File: src/hw/rtl/ksel_pkg.sv
// Package with shared widths, types and state codes for the k-smallest selector.
`default_nettype none

package ksel_pkg;

    localparam int VALUE_W  = 64;
    localparam int SEEN_W   = 7;
    localparam int SELECT_W = 7;

    localparam logic [SEEN_W-1:0]   SEEN_MAX     = '1;
    localparam logic [SELECT_W-1:0] SELECT_RESET = 7'd10;

    typedef logic signed [VALUE_W-1:0] value_t;

    typedef struct packed {
        logic              insert;
        logic              shift;
        logic [SEEN_W-1:0] seen;
    } ksel_ctrl_t;

    typedef enum logic {
        ST_IDLE,
        ST_EMIT
    } ksel_state_t;

endpackage

`default_nettype wire

File: src/hw/rtl/ksel_cell.sv
// One cell of the sorted insertion chain: holds one value, compares and shifts.
`default_nettype none

module ksel_cell #(
    parameter int IDX = 0
) (
    input  wire                 aclk,
    input  ksel_pkg::ksel_ctrl_t ctrl,
    input  ksel_pkg::value_t    in_value,
    input  ksel_pkg::value_t    left_value,
    input  wire                 left_take,
    input  ksel_pkg::value_t    right_value,
    output ksel_pkg::value_t    value,
    output logic                take
);
    import ksel_pkg::*;

    localparam logic [SEEN_W-1:0] IDX_C = SEEN_W'(IDX);

    value_t val_reg;
    value_t val_next;
    logic   held;

    // entries below the fill count hold data; the rest read as empty
    assign held  = IDX_C < ctrl.seen;
    assign take  = !held || (in_value < val_reg);
    assign value = val_reg;

    always_comb begin
        val_next = val_reg;
        if (ctrl.insert && take) begin
            val_next = left_take ? left_value : in_value;
        end else if (ctrl.shift) begin
            val_next = right_value;
        end
    end

    always_ff @(posedge aclk) begin
        val_reg <= val_next;
    end

endmodule

`default_nettype wire

File: src/hw/rtl/k_smallest_select_unit.sv
// Top level of the k-smallest selector: cell chain, fill count and result sequencer.
// Timing: the first result of a set appears
//   the cycle after its final item is accepted.
// Throughput: one value per cycle while a set streams in; after the final item
//   the chain drains k results (or one too-few result), one per cycle while
//   m_tready is high, and no item is accepted until the last of them is taken.
// Reset: fill count cleared, k set to 10, no result pending; cell contents undefined.
`default_nettype none

module k_smallest_select_unit #(
    parameter int MAX_K = 10
) (
    input  wire                              aclk,
    input  wire                              aresetn,
    input  wire                              s_tvalid,
    output logic                             s_tready,
    input  wire  [ksel_pkg::VALUE_W-1:0]     s_tdata,   // [63:0] value
    input  wire                              s_tlast,   // is_final
    output logic                             m_tvalid,
    input  wire                              m_tready,
    output logic [ksel_pkg::VALUE_W-1:0]     m_tdata,   // [63:0] selected
    output logic                             m_tlast,   // run_end
    output logic                             m_tuser,   // [0] too_few
    input  wire                              cfg_valid,
    output logic                             cfg_ready,
    input  wire  [ksel_pkg::SELECT_W-1:0]    cfg_data
);
    import ksel_pkg::*;

    localparam int CNT_W = $clog2(MAX_K + 1);
    localparam logic [SELECT_W-1:0] MAX_K_SEL = SELECT_W'(MAX_K);

    ksel_state_t         state_reg, state_next;
    logic [SEEN_W-1:0]   seen_reg, seen_next;
    logic [CNT_W-1:0]    left_reg, left_next;
    logic                few_reg, few_next;
    logic [SELECT_W-1:0] k_reg;

    logic                s_acc, m_acc;
    logic [SEEN_W-1:0]   seen_inc;
    logic [SELECT_W-1:0] k_eff;
    logic                few_now;
    ksel_ctrl_t          ctrl;

    value_t              cell_val  [MAX_K];
    logic                cell_take [MAX_K];

    assign s_acc     = s_tvalid && s_tready;
    assign m_acc     = m_tvalid && m_tready;
    assign cfg_ready = 1'b1;

    assign seen_inc = (seen_reg == SEEN_MAX) ? seen_reg : seen_reg + 1'b1;

    always_comb begin
        k_eff = k_reg;
        if (k_reg == '0) begin
            k_eff = SELECT_W'(1);
        end else if (k_reg > MAX_K_SEL) begin
            k_eff = MAX_K_SEL;
        end
    end

    assign few_now = SELECT_W'(seen_inc) < k_eff;

    assign ctrl.insert = s_acc;
    assign ctrl.shift  = m_acc;
    assign ctrl.seen   = seen_reg;

    genvar gi;
    generate
        for (gi = 0; gi < MAX_K; gi++) begin : g_cell
            value_t lv, rv;
            logic   lt;
            if (gi == 0) begin : g_first
                assign lv = '0;
                assign lt = 1'b0;
            end else begin : g_mid
                assign lv = cell_val[gi-1];
                assign lt = cell_take[gi-1];
            end
            if (gi == MAX_K - 1) begin : g_last
                assign rv = cell_val[gi];
            end else begin : g_inner
                assign rv = cell_val[gi+1];
            end
            ksel_cell #(.IDX(gi)) u_cell (
                .aclk       (aclk),
                .ctrl       (ctrl),
                .in_value   (value_t'(s_tdata)),
                .left_value (lv),
                .left_take  (lt),
                .right_value(rv),
                .value      (cell_val[gi]),
                .take       (cell_take[gi])
            );
        end
    endgenerate

    always_comb begin
        state_next = state_reg;
        unique case (state_reg)
            ST_IDLE: begin
                if (s_acc && s_tlast) begin
                    state_next = ST_EMIT;
                end
            end
            ST_EMIT: begin
                if (m_acc && (left_reg == CNT_W'(1))) begin
                    state_next = ST_IDLE;
                end
            end
            default: state_next = ST_IDLE;
        endcase
    end

    always_comb begin
        s_tready = 1'b0;
        m_tvalid = 1'b0;
        unique case (state_reg)
            ST_IDLE: s_tready = 1'b1;
            ST_EMIT: m_tvalid = 1'b1;
            default: ;
        endcase
    end

    assign m_tdata = few_reg ? '0 : cell_val[0];
    assign m_tlast = left_reg == CNT_W'(1);
    assign m_tuser = few_reg;

    always_comb begin
        seen_next = seen_reg;
        left_next = left_reg;
        few_next  = few_reg;
        if (s_acc) begin
            if (s_tlast) begin
                seen_next = '0;
                few_next  = few_now;
                left_next = few_now ? CNT_W'(1) : CNT_W'(k_eff);
            end else begin
                seen_next = seen_inc;
            end
        end else if (m_acc) begin
            left_next = left_reg - 1'b1;
        end
    end

    always_ff @(posedge aclk) begin
        if (!aresetn) begin
            state_reg <= ST_IDLE;
            seen_reg  <= '0;
            left_reg  <= '0;
            few_reg   <= 1'b0;
            k_reg     <= SELECT_RESET;
        end else begin
            state_reg <= state_next;
            seen_reg  <= seen_next;
            left_reg  <= left_next;
            few_reg   <= few_next;
            if (cfg_valid && cfg_ready) begin
                k_reg <= cfg_data;
            end
        end
    end

    a_emit_empty: assert property (@(posedge aclk) disable iff (!aresetn)
        state_reg == ST_EMIT |-> seen_reg == '0)
        else $error("fill count not cleared while draining");

    a_few_single: assert property (@(posedge aclk) disable iff (!aresetn)
        m_tvalid && m_tuser |-> m_tlast && m_tdata == '0)
        else $error("too-few result malformed");

    a_final_starts: assert property (@(posedge aclk) disable iff (!aresetn)
        s_tvalid && s_tready && s_tlast |=> m_tvalid)
        else $error("no result after final item");

    a_last_frees: assert property (@(posedge aclk) disable iff (!aresetn)
        m_tvalid && m_tready && m_tlast |=> s_tready && !m_tvalid)
        else $error("input not reopened after last result");

endmodule

`default_nettype wire
File: config.mk
export PLATFORM = sky130hd
export DESIGN_NAME = k_smallest_select_unit
export DESIGN_NICKNAME = d
export VERILOG_FILES = /design/src/hw/rtl/ksel_pkg.sv /design/src/hw/rtl/ksel_cell.sv /design/src/hw/rtl/k_smallest_select_unit.sv
export SDC_FILE = /design/constraint.sdc
export NUM_CORES = 2
export LEC_CHECK = 0
export BUFFER_PORTS_ARGS = -buffer_cell sky130_fd_sc_hd__buf_4
export CAP_MARGIN = 10
export CORE_MARGIN = 2
export CORE_UTILIZATION = 38
export DETAILED_ROUTE_END_ITERATION = 10
export PLACE_DENSITY = 0.55
export RECOVER_POWER = 25
export SYNTH_ARGS = -nofsm -noshare
export SYNTH_HDL_FRONTEND = slang
export SYNTH_HIERARCHICAL = 1
export SYNTH_SLANG_ARGS = --single-unit
File: constraint.sdc
create_clock -name aclk -period 8.5 [get_ports aclk]
set_input_delay 0 -clock aclk [delete_from_list [all_inputs] [get_ports aclk]]
set_output_delay 0 -clock aclk [all_outputs]
set_load 0.1 [all_outputs]
==> metrics.txt <==
status=complete, but fails checks; failing checks=max-capacitance violations, max-slew violations; Max H-tree Level=3; initial antenna violation count=7; worst-path fanout max=61; Port Buffers=144; max reg flops=640; Bufs and invs on worst path=5; Die W=398 um; Critical Path RT=9.13 ns; share of layout cells above drive strength 1=0.270; Pleak=28.4 nW; Critical-path top delay cell=clkbuf_1; Worst Tran Pin Value=3.33 ns; area of the multi-input gates=0.0354 mm^2; final-report hold violation count=0; CTS sink count=660; Antenna Nets Post-Route=0; FF+latch area=0.0196 mm^2; Post-Syn Area=0.0590 mm^2; chip height=398 um; HPWL Detailed=131000 um; setup slack after layout=1.59 ns; Clock Tree Buf Depth=3; 1st-iter DRT viols=3368; R2R Setup Slk=1.59 ns; RSZ-0062 raised after global routing=false; grt total ovfl=0; global placement routability congestion=0.891; pre-CTS setup slack=2.82 ns; clock root buffer=clkbuf_16; clock slew at reported path FFs=0.06 ns; DIE AREA=0.159 mm^2; reg2reg start=state_reg$_SDFF_PN0_; vias after detailed routing=43300; first-pass detailed-route iteration total=5; core area=0.154 mm^2; worst setup path class=register to register; Gate Count Post-Synth=5368; vias per inst=5.63; WHS Endpoint=g_cell[0].u_cell/value[17]$_DFFE_PP_; Syn Area/Cell=11.0 um^2; starting density of the core=0.383; r2r endpoint=left_reg[2]$_SDFFE_PN0P_; final WL=188000 um; worst reg2reg path depth=10; Final min period=6.91 ns; most used cell, CP=clkbuf_1; Final period util=0.813; setup TNS=0 ns; CP Data Arrival Time=7.54 ns; Setup crit end kind=register; CTS tree=yes; WL per Instance=24.4 um; warnings from Yosys=6; power density over the cells=190 mW/mm^2; endpoints failing setup=0; post-CTS setup repair buffer count=0; Max transition margin=-1.22; slowest stage delay, CP=2.44 ns; dpl cells=7451; cts repair resizes=0; I/O pin count=146; Tot GR Track Use=0.231; Max Clock Freq=145 MHz; row count=144; layout net count=6301; Filler cells=14900; final setup skew=0.0498 ns; family with the most delay on the worst path=buffers and inverters; Inserted Clock Buffers=87; crit path cell chain=nand2b_1, buf_4, clkinvlp_2, clkbuf_1, clkbuf_1, and3_1, o31a_1, o21ai_0, a21oi_1, dlygate4sd3_1; Hold Startpoint=s_tdata[17]; max-capacitance violation count=9; largest net degree at the start of global routing=82; clk_lat worst skew=0.72 ns; WHS Path Cells=3; vias in the first global route=43000; final cell count without fillers=7696; VDD IR max=0.000129 V; fin. max-slew vios=348; Area Growth Syn to Fin=10.2%; startpoint types=register; Hold Crit Class=input pin to register; first-pass GRT wire length=278000 um; DR DRC count=0
==> metrics by stage <==
stage | cell area [um^2] | util | power [W] | hold WS [ns]
floorplan | 59300 | - | 0.00760 | 0.129
global placement | 62000 | 0.402 | 0.00868 | 0.219
detailed placement | 62000 | 0.402 | 0.00878 | 0.221
CTS | 65500 | 0.425 | 0.0125 | 0.00670
global route | 65000 | 0.422 | 0.0130 | 0.0553
finish | 65000 | 0.422 | 0.0124 | 0.0369
==> cell usage in the layout, fill, tap and decap left out, drive strengths merged, types with 8 or more instances in the layout <==
cell type    count
a2bb2oi          8
ha             639
nand2          329
nand2b          28
mux2          1153
a21boi          20
a21o            16
nor4           100
a22oi           13
nor2            70
dlygate4sd3     89
nor3           107
dfxtp           20
nand3b          68
a221oi          32
nand4          125
o32ai            8
clkinv          28
clkbuf         186
o21ai          200
and3b            8
conb            69
edfxtp         640
nor2b           79
a2111o           8
buf            146
o21a            13
inv            662
a311oi          10
or3b             8
or3             66
and2            15
a21oi          315
a211oi          15
mux2i          135
and4            11
o211ai          12
nand3          129
==> layout make-up <==
type	instances	share of cell area
Multi-Input combinational cell	3870	0.545
Sequential cell	660	0.302
Tap cell	2044	0.0393
Inverter	659	0.0381
Clock buffer	114	0.0354
Timing Repair Buffer	307	0.0347
Clock inverter	41	0.00583
Antenna cell	1	0.0000385
==> per-layer routing <==
metal | GRT usage | up-vias | wire length (um)
met5 | 0 | - | 10
met4 | 0.0832 | 2 | 6750
met3 | 0.0284 | 264 | 10400
met2 | 0.363 | 1305 | 82000
met1 | 0.327 | 21500 | 88500
li1 | - | 20200 | -
==> tightest hold or removal path, cell delays in order <==
cell    delay (ns)
buf_4         0.27
mux2_2        0.21
mux2_1        0.12
==> timing repair <==
action | CTS | global route
endpoints found under the setup margin | 0 | 0
hold endpoints to repair | 495 | 0
hold buffers | 89 | 0
==> worst max path at each step <==
stage                                          from                              endpoint  depth (start not counted)
6_report                       state_reg$_SDFF_PN0_              left_reg[2]$_SDFFE_PN0P_                         10
5_1_grt                        state_reg$_SDFF_PN0_              left_reg[2]$_SDFFE_PN0P_                         10
4_1_cts        g_cell[0].u_cell/value[63]$_DFFE_PP_  g_cell[1].u_cell/value[17]$_DFFE_PP_                         12
3_5_place_dp   g_cell[0].u_cell/value[63]$_DFFE_PP_  g_cell[1].u_cell/value[17]$_DFFE_PP_                         12
3_3_place_gp   g_cell[0].u_cell/value[63]$_DFFE_PP_  g_cell[1].u_cell/value[29]$_DFFE_PP_                         12
2_1_floorplan  g_cell[9].u_cell/value[63]$_DFFE_PP_   g_cell[9].u_cell/value[0]$_DFFE_PP_                         11
==> report_power, final <==
| part | leakage, nW | internal (W) | switching (W) |
|---|---|---|---|
| Clock | 1.29 | 0.00206 | 0.00157 |
| Sequential | 6.38 | 0.00424 | 0.000431 |
| Combinational | 20.7 | 0.00170 | 0.00236 |
| Total | 28.4 | 0.00800 | 0.00436 |
No activity file was read; power rests on OpenSTA's default activity.
